--- src/hw/rtl/aurb_pkg.sv ---
// Shared types and address map of the APB UART register block.
package aurb_pkg;

    typedef struct packed {
        logic        psel;
        logic        penable;
        logic        req_type;
        logic [15:0] paddr;
        logic [7:0]  pwdata;
        logic [3:0]  pstrb;
        logic [8:0]  uart_status;
        logic [7:0]  rx_byte;
    } aurb_req_t;

    typedef struct packed {
        logic [7:0] read_data;
        logic       slave_error;
        logic       tx_load;
        logic       rx_data_read;
        logic [7:0] tx_data;
        logic [6:0] line_control;
        logic [4:0] irq_flags;
        logic       shift_rx;
        logic       shift_tx;
    } aurb_rsp_t;

    localparam logic [4:0] OFS_CTRL    = 5'h00;
    localparam logic [4:0] OFS_STATUS  = 5'h04;
    localparam logic [4:0] OFS_BAUD    = 5'h08;
    localparam logic [4:0] OFS_DATA    = 5'h0C;
    localparam logic [4:0] OFS_IRQ_EN  = 5'h10;
    localparam logic [4:0] OFS_RAW     = 5'h14;
    localparam logic [4:0] OFS_MASKED  = 5'h18;

    localparam logic [15:0] ADDR_LIMIT = 16'h0018;
    localparam logic [3:0]  TX_TICK_LAST = 4'd15;

    localparam int ST_TXNOTFULL  = 5;
    localparam int ST_RXNOTEMPTY = 6;
    localparam int ST_TXBUSY     = 7;
    localparam int ST_RXBUSY     = 8;

endpackage

--- src/hw/rtl/aurb_in_stage.sv ---
// Input register of the APB UART register block.
module aurb_in_stage (
    input  logic               clk,
    input  logic               rst_n,
    input  logic               req_valid,
    output logic               req_stall,
    input  aurb_pkg::aurb_req_t req,
    input  logic               advance,
    output logic               item_valid,
    output aurb_pkg::aurb_req_t item
);
    import aurb_pkg::*;

    logic      valid_reg;
    aurb_req_t item_reg;

    assign req_stall  = valid_reg && !advance;
    assign item_valid = valid_reg;
    assign item       = item_reg;

    always_ff @(posedge clk or negedge rst_n)
    begin
        if (!rst_n)
        begin
            valid_reg <= 1'b0;
        end
        else if (!req_stall)
        begin
            valid_reg <= req_valid;
        end
    end

    always_ff @(posedge clk)
    begin
        if (req_valid && !req_stall)
        begin
            item_reg <= req;
        end
    end

endmodule

--- src/hw/rtl/aurb_core.sv ---
// Register file, address decode, error check and baud tick counters.
module aurb_core (
    input  logic                clk,
    input  logic                rst_n,
    input  logic                fire,
    input  aurb_pkg::aurb_req_t item,
    output aurb_pkg::aurb_rsp_t result
);
    import aurb_pkg::*;

    logic [3:0] control_reg;
    logic [2:0] status_enable_reg;
    logic [7:0] baud_reg;
    logic [4:0] irq_enable_reg;
    logic [7:0] rx_tick_count_reg;
    logic [3:0] tx_tick_count_reg;
    logic       error_flag_reg;

    logic [7:0] rx_tick_count_next;
    logic [3:0] tx_tick_count_next;

    logic [4:0] off;
    logic       access;
    logic       strb_all;
    logic       reg_we;
    logic       reg_re;
    logic [4:0] flags;
    logic [4:0] masked;
    logic       busy;
    logic       shift_rx;
    logic       shift_tx;
    logic       uart_en;
    logic       err;
    logic [7:0] rdata;

    assign off      = item.paddr[4:0];
    assign access   = item.psel && item.penable;
    assign strb_all = (item.pstrb == 4'hF);
    assign reg_we   = item.req_type && access && strb_all;
    assign reg_re   = !item.req_type && access;
    assign flags    = item.uart_status[4:0];
    assign masked   = flags & irq_enable_reg;
    assign busy     = item.uart_status[ST_TXBUSY] || item.uart_status[ST_RXBUSY];
    assign shift_rx = (rx_tick_count_reg == baud_reg);
    assign shift_tx = shift_rx && (tx_tick_count_reg == TX_TICK_LAST);
    assign uart_en  = status_enable_reg[0];
    assign err      = (item.paddr[1:0] != 2'b00) || (item.paddr >= ADDR_LIMIT)
                      || (!strb_all && item.req_type && access);

    always_comb
    begin
        case (off)
            OFS_CTRL:   rdata = {4'b0000, control_reg};
            OFS_STATUS: rdata = {busy, item.uart_status[ST_RXNOTEMPTY],
                                 item.uart_status[ST_TXNOTFULL], 2'b00, status_enable_reg};
            OFS_BAUD:   rdata = baud_reg;
            OFS_DATA:   rdata = item.rx_byte;
            OFS_IRQ_EN: rdata = {3'b000, irq_enable_reg};
            OFS_RAW:    rdata = {3'b000, flags};
            OFS_MASKED: rdata = {3'b000, masked};
            default:    rdata = 8'h00;
        endcase
    end

    always_comb
    begin
        result.read_data    = rdata;
        result.slave_error  = error_flag_reg;
        result.tx_load      = reg_we && (off == OFS_DATA);
        result.rx_data_read = reg_re && (off == OFS_DATA);
        result.tx_data      = item.pwdata;
        result.line_control = {status_enable_reg, control_reg};
        result.irq_flags    = masked;
        result.shift_rx     = shift_rx;
        result.shift_tx     = shift_tx;
    end

    always_comb
    begin
        if (!uart_en)
        begin
            rx_tick_count_next = 8'h00;
            tx_tick_count_next = 4'h0;
        end
        else if (shift_rx)
        begin
            rx_tick_count_next = 8'h00;
            tx_tick_count_next = tx_tick_count_reg + 4'd1;
        end
        else
        begin
            rx_tick_count_next = rx_tick_count_reg + 8'd1;
            tx_tick_count_next = tx_tick_count_reg;
        end
    end

    always_ff @(posedge clk or negedge rst_n)
    begin
        if (!rst_n)
        begin
            control_reg       <= '0;
            status_enable_reg <= '0;
            baud_reg          <= '0;
            irq_enable_reg    <= '0;
            rx_tick_count_reg <= '0;
            tx_tick_count_reg <= '0;
            error_flag_reg    <= 1'b0;
        end
        else if (fire)
        begin
            if (reg_we)
            begin
                case (off)
                    OFS_CTRL:   control_reg       <= item.pwdata[3:0];
                    OFS_STATUS: status_enable_reg <= item.pwdata[2:0];
                    OFS_BAUD:   baud_reg          <= item.pwdata;
                    OFS_IRQ_EN: irq_enable_reg    <= item.pwdata[4:0];
                    default:    ;
                endcase
            end
            rx_tick_count_reg <= rx_tick_count_next;
            tx_tick_count_reg <= tx_tick_count_next;
            error_flag_reg    <= item.psel && err;
        end
    end

    // receive tick counter restarts after a receive tick
    assert property (@(posedge clk) disable iff (!rst_n)
        fire && uart_en && shift_rx |=> rx_tick_count_reg == 8'h00)
        else $error("rx tick counter did not restart after tick");

    // disabled UART holds counters at zero
    assert property (@(posedge clk) disable iff (!rst_n)
        fire && !uart_en |=> rx_tick_count_reg == 8'h00 && tx_tick_count_reg == 4'h0)
        else $error("tick counters moved while UART disabled");

    // unselected beat never flags an error
    assert property (@(posedge clk) disable iff (!rst_n)
        fire && !item.psel |=> !error_flag_reg)
        else $error("slave error without select");

    // partial-strobe write leaves the control register alone
    assert property (@(posedge clk) disable iff (!rst_n)
        fire && item.req_type && !strb_all |=> $stable(control_reg))
        else $error("control register written by partial-strobe beat");

endmodule

--- src/hw/rtl/aurb_out_stage.sv ---
// Result register of the APB UART register block.
module aurb_out_stage (
    input  logic                clk,
    input  logic                rst_n,
    input  logic                item_valid,
    input  aurb_pkg::aurb_rsp_t result,
    output logic                advance,
    output logic                rsp_valid,
    input  logic                rsp_stall,
    output aurb_pkg::aurb_rsp_t rsp
);
    import aurb_pkg::*;

    logic      valid_reg;
    aurb_rsp_t rsp_reg;

    assign advance   = !valid_reg || !rsp_stall;
    assign rsp_valid = valid_reg;
    assign rsp       = rsp_reg;

    always_ff @(posedge clk or negedge rst_n)
    begin
        if (!rst_n)
        begin
            valid_reg <= 1'b0;
        end
        else if (advance)
        begin
            valid_reg <= item_valid;
        end
    end

    always_ff @(posedge clk)
    begin
        if (advance && item_valid)
        begin
            rsp_reg <= result;
        end
    end

endmodule

--- src/hw/rtl/apb_uart_register_block_unit.sv ---
// Top level of the APB UART register block.
// Each request beat is one APB clock cycle of the slave; the block answers every beat with one
// response beat carrying read data, the registered slave error of the previous beat (clear if
// it was unselected), transmit load and receive read strobes, line control, masked interrupts
// and baud ticks. A beat passes an input register, one level of decode and register-file logic,
// and a result register; a new beat is taken every cycle while the response side keeps up.
// Register writes, counter steps and the error flag advance as each beat leaves the input
// register.
module apb_uart_register_block_unit (
    input  logic                clk,
    input  logic                rst_n,
    input  logic                req_valid,
    output logic                req_stall,
    input  aurb_pkg::aurb_req_t req,
    output logic                rsp_valid,
    input  logic                rsp_stall,
    output aurb_pkg::aurb_rsp_t rsp
);
    import aurb_pkg::*;

    logic      advance;
    logic      item_valid;
    aurb_req_t item;
    aurb_rsp_t result;

    aurb_in_stage u_in_stage (
        .clk        (clk),
        .rst_n      (rst_n),
        .req_valid  (req_valid),
        .req_stall  (req_stall),
        .req        (req),
        .advance    (advance),
        .item_valid (item_valid),
        .item       (item)
    );

    aurb_core u_core (
        .clk    (clk),
        .rst_n  (rst_n),
        .fire   (item_valid && advance),
        .item   (item),
        .result (result)
    );

    aurb_out_stage u_out_stage (
        .clk        (clk),
        .rst_n      (rst_n),
        .item_valid (item_valid),
        .result     (result),
        .advance    (advance),
        .rsp_valid  (rsp_valid),
        .rsp_stall  (rsp_stall),
        .rsp        (rsp)
    );

endmodule

--- config.mk ---
export PLATFORM = sky130hd
export DESIGN_NAME = apb_uart_register_block_unit
export DESIGN_NICKNAME = d
export VERILOG_FILES = /design/src/hw/rtl/aurb_pkg.sv /design/src/hw/rtl/aurb_in_stage.sv /design/src/hw/rtl/aurb_core.sv /design/src/hw/rtl/aurb_out_stage.sv /design/src/hw/rtl/apb_uart_register_block_unit.sv
export SDC_FILE = /design/constraint.sdc
export NUM_CORES = 1
export LEC_CHECK = 0
export ABC_AREA = 1
export BUFFER_PORTS_ARGS = -buffer_cell sky130_fd_sc_hd__buf_2
export CAP_MARGIN = 20
export CORE_ASPECT_RATIO = 0.8
export CORE_MARGIN = 3
export CORE_UTILIZATION = 59
export CTS_CLUSTER_DIAMETER = 80
export CTS_CLUSTER_SIZE = 28
export DETAILED_ROUTE_END_ITERATION = 10
export GPL_ROUTABILITY_DRIVEN = 0
export PLACE_DENSITY_LB_ADDON = 0.12
export SLEW_MARGIN = 0
export SYNTH_ARGS = -nofsm -noshare
export SYNTH_HDL_FRONTEND = slang
export SYNTH_SLANG_ARGS = --single-unit
--- constraint.sdc ---
create_clock -name clk -period 3.34 [get_ports clk]
set_input_delay 0.501 -clock clk [delete_from_list [all_inputs] [get_ports clk]]
set_output_delay 0.501 -clock clk [all_outputs]
set_load 0.01 [all_outputs]
Yosys cells after proc, flatten, opt, wreduce, memory -nomap -nowiden
Cells that the tools add are included.

Logic and storage cells: 75. Memories: 0. Register bits after elaboration: 116. Memory bits (writable): 0. Latch bits: 0. Bits in read-only memories: 0.

Reduce and logical (&&, ||, !) cells: 30. Bitwise logic cells: 1. Div/mod/pow operators: 0. Add/subtract/negate cells: 2. Eq/ne operators: 10. Multiplexer cells: 5. $mul: 0. Shift-type cells: 0. $lt $le $gt $ge: 1.

Operators by type and width (number): $pmux 8 s7 (1); $ge 16x5->1 const B (1); $mux 8 (2); $eq 5x5->1 const B (3); $logic_and 1x1->1 (13); $reduce_and 3->1 (4); $eq 5x4->1 const B (2); $add 8x1->8 const B (1); $eq 4x4->1 const B (2); $eq 8x8->1 (1); $mux 4 (2); $logic_not 1->1 (6); $and 5x5->5 (1); $eq 5x3->1 const B (1); $logic_not 5->1 (1); $add 4x1->4 const B (1); $logic_or 1x1->1 (4); $ne 2x2->1 const B (1); $reduce_and 2->1 (1); $reduce_bool 2->1 (1).

Longest topological paths before layout
Depth after elaboration: 6. Depth in mapped cells: 11. Mapped depth without buffers: 11.

Modules after synthesis
A second synthesis with hierarchy kept.

Cells, all modules: 405. Area, all modules: 4750.8 sq um.

Modules (own cells, without submodules): aurb_core (sequential area each 825.8 sq um, cells each 310, area each 2212.1 sq um, times used 1); aurb_in_stage (sequential area each 1466.4 sq um, cells each 55, area each 1498.9 sq um, times used 1); aurb_out_stage (sequential area each 1016.0 sq um, cells each 38, area each 1032.2 sq um, times used 1); apb_uart_register_block_unit (sequential area each 0.0 sq um, cells each 2, area each 7.5 sq um, times used 1).

Least setup slack after synthesis
Ideal clock, no wire load.

Path kind: input -> register. Start: in rsp_stall. End: reg u_in_stage.item_reg, in the netlist u_in_stage.item[0], enable pin. Setup slack: 1.206 ns. Data arrival time: 1.731 ns. Stages: 5. Library setup time: 0.402 ns. Cells stage by stage: nand2_2 nor2_1 inv_1 nand2_1 inv_1.

Cells in the longest elaborated chain, start to end: 6.

Ends and longest elaborated chain: from (decl) (RTL line apb_uart_register_block_unit.sv:16) `input logic rsp_stall,`; $logic_not 1->1 (RTL line aurb_out_stage.sv:17) `assign advance = !valid_reg || !rsp_stall;`; $logic_or 1x1->1 (RTL line aurb_out_stage.sv:17); $logic_not 1->1 (RTL line aurb_in_stage.sv:17) `assign req_stall = valid_reg && !advance;`; $logic_and 1x1->1 (RTL line aurb_in_stage.sv:17); net req_stall (RTL line apb_uart_register_block_unit.sv:13) `output logic req_stall,`; $logic_not 1->1; $logic_and 1x1->1 (RTL line aurb_in_stage.sv:35) `if (req_valid && !req_stall)`; to (signal assigned) (RTL line aurb_in_stage.sv:37) `item_reg <= req;`; to (decl) (RTL line aurb_in_stage.sv:15) `aurb_req_t item_reg;`.

The timed path passes the listed nets, and every way through them passes these cells. A chain may end at the register's enable or synchronous reset.

Worst setup path after layout
Start: reg u_out_stage.valid_reg, in the netlist u_out_stage.rsp_valid. End: reg u_core.rx_tick_count_reg[0].

Cells in the longest elaborated chain, start to end: 3.

Ends and longest elaborated chain: from (decl) (RTL line aurb_out_stage.sv:14) `logic valid_reg;`; from (signal assigned) (RTL line aurb_out_stage.sv:29) `valid_reg <= item_valid;`; $logic_not 1->1 (RTL line aurb_out_stage.sv:17); $logic_or 1x1->1 (RTL line aurb_out_stage.sv:17); $logic_and 1x1->1 (RTL line apb_uart_register_block_unit.sv:40) `.fire (item_valid && advance),`; to (signal assigned) (RTL line aurb_core.sv:121) `rx_tick_count_reg <= rx_tick_count_next;`; to (decl) (RTL line aurb_core.sv:15) `logic [7:0] rx_tick_count_reg;`.

No other way between the ends.

==> metrics.md <==
| Metric | Value |
|---|---|
| Status | completed |
| Reg2reg start | u_out_stage.rsp_valid |
| Full die area | 9030 sq um |
| Worst-path maximum fanout | 45 |
| Slew headroom | 0.338 |
| Standard-cell rows | 28 |
| Clock transition at path regs | 0.05 ns |
| Slew @ Worst Pin | 0.993 ns |
| Post-DRT Antenna Nets | 0 |
| Netlist cell types | 31 |
| # hold bufs at CTS | 0 |
| Tot Pwr | around 3.7 mW |
| Synth Warn # | 0 |
| DRC errors left | 0 |
| Wire per inst | 15.4 microns |
| Clock latency on the worst-skew pair | between 0.5 and 0.6 ns |
| Min Tclk post-route | roughly 1.9 ns |
| Clk sink count | ~120 |
| FF-to-FF path depth | 6 |
| Die Y | between 80 and 90 microns |
| Final instance area | about 5800 sq um |
| DR iter-0 viols | 152 |
| Post_cts resized | 0 |
| Peak VDD IR | ~0.7 mV |
| Critical Path Sink Type | flip-flop |
| Global-route congestion overflow total | 0 |
| Vias per cell | 5.18 |
| Root Buffer | clkbuf_8 |
| Fmax | 537 MHz |
| Post-Syn Area | between 4000 and 5000 sq um |
| CTS Buf Count | 17 |
| Setup TNS | 0 ns |
| Arr. time, crit path | about 2.3 ns |
| Antenna diode count | 0 |
| Mapped Nets | 448 |
| Mapped Cells | around 390 |
| Period Utilization, post-route | 0.557 |
| RR Endpoint | u_core.rx_tick_count_reg[0] |
| Leak Pwr | 2.59 nW |
| Largest register FFs | 48 |
| Most common cell after layout, fill and taps aside | nand2_1 |
| Antenna violations before repair | 0 |
| Endpoints failing hold | 0 |
| I/O Pins | 87 |
| Sequential area share after synthesis | 0.708 |
| Tightest Hold Check Type | in2async |
| CP Class | reg2reg |
| Final Max Tran Viols | 0 |
| CP required | 3.77 ns |
| Max Root-Sink Buffers | 2 |
| DP Area | between 5000 and 6000 sq um |
| Share of cells above drive strength 1 | 0.284 |
| Global-route usage over all layers | 0.228 |
| Pin count of the biggest net entering global routing | 49 |
| TritonCTS clock tree | yes |
| Count of final setup violators | 0 |
| Vias in the first global route | around 3,200 |
| Port Buf Inserts | 86 |
| Initial Util | 0.620 |
| CP Launch Type | flip-flop |
| Number of nets in the layout | approximately 550 |
| Fill count | 494 |
| First-pass DRT Iterations | 4 |
| Max-Cap Viols | 0 |
| RSZ-0062 raised after global routing | false |
| Via count | roughly 3,200 |
| Skew final | 0.00840 ns |
| Die W | 105 microns |
| Post-synthesis register bit count | around 120 |
| R2R Setup Slk | ~1.5 ns |
| First-pass GRT wire length | 15,500 microns |
| Area growth, synth to finish | 24.3% |
| Detailed Route WL | about 9500 microns |
| Pwr Density | 631 nW/um^2 |
| Core area | 7530 sq um |
| Post-CTS Setup Bufs | 0 |
| Commonest cells after routing, fill and taps aside | 106 x nand2_1, 86 x buf_2, 81 x edfxtp_1, 35 x dfrtp_1, 33 x inv_1 |
| HPWL Detailed | around 6500 microns |
| Post-Syn Area per Cell | 11.9 sq um |
| Hold slack | between 0.07 and 0.08 ns |
| H-tree depth | 4 |
report_power, final:
part | total (mW) | switching (mW) | leakage (nW) | internal, mW
clock network | 1.77 | 0.609 | 0.280 | 1.16
logic | 0.203 | 0.138 | 1.05 | 0.0650
registers | 1.69 | 0.0332 | 1.27 | 1.65
metrics by stage:
stage	cells	worst slack (ns)	util
after floorplan	394	1.21	-
after global placement	583	1.35	0.692
after detailed placement	583	1.28	0.692
after CTS	615	1.44	0.771
after global routing	615	1.29	0.771
final	615	1.48	0.771
Yosys cell counts, drive strengths merged:
cell type / instances / share of area
a21oi: 12 / 0.013
and3: 1 / 0.0024
buf: 3 / 0.0059
clkinv: 1 / 0.0011
dfrtp: 35 / 0.19
edfxtp: 81 / 0.52
ha: 2 / 0.0054
inv: 39 / 0.031
nand2: 115 / 0.10
nand2b: 1 / 0.0029
nand3: 18 / 0.020
nand3b: 1 / 0.0016
nand4: 10 / 0.013
nor2: 33 / 0.034
nor3: 3 / 0.0032
o211ai: 3 / 0.0048
o21ai: 23 / 0.029
o22ai: 3 / 0.0040
or2: 1 / 0.0013
xnor2: 3 / 0.0056
xor2: 6 / 0.011
how the worst max path moves through the flow:
stage	slack [ns]	endpoint	start	cells past startpoint
after floorplan	1.21	u_in_stage.item[0]	rsp_stall	5
after global placement	1.35	u_core.rx_tick_count_reg[2]	rsp_stall	7
after detailed placement	1.28	u_core.rx_tick_count_reg[2]	rsp_stall	7
after CTS	1.44	u_core.rx_tick_count_reg[0]	u_out_stage.rsp_valid	6
after global routing	1.29	u_core.rx_tick_count_reg[2]	u_out_stage.rsp_valid	6
final	1.48	u_core.rx_tick_count_reg[0]	u_out_stage.rsp_valid	6
area by class of cell:
| type | instances | area [sq um] | share of cell area |
|---|---|---|---|
| multi-input combinational | 235 | 1180 | 0.204 |
| clock inverter | 7 | 96.3 | 0.0166 |
| inverter | 40 | 151 | 0.0261 |
| timing repair buffer | 87 | 438 | 0.0754 |
| clock buffer | 25 | 495 | 0.0853 |
| sequential | 116 | 3310 | 0.570 |
| tap | 105 | 131 | 0.0226 |
critical path, cell delays in order (launching register included):
cell and delay [ns]:
dfrtp_1 0.38, nand2_2 0.11, nand2_4 0.11, inv_2 0.70
buf_4 0.27, nand2_1 0.06, o21ai_1 0.15
layer usage:
| metal | GRT usage | up-vias | wire length (microns) |
|---|---|---|---|
| li1 | - | 1541 | - |
| met1 | 0.307 | 1536 | 4260 |
| met2 | 0.351 | 94 | 4530 |
| met3 | 0.0783 | 14 | 542 |
| met4 | 0.0800 | 0 | 172 |
| met5 | 0 | - | 0 |
logic make-up after synthesis:
logic type	after synthesis	synth area share
simple gates	183	0.181
flops	116	0.708
buf+inv	43	0.0383
compound gates	41	0.0503
xor+xnor	9	0.0169
fa+ha+maj	2	0.00536
(Power assumes the default switching activity.)
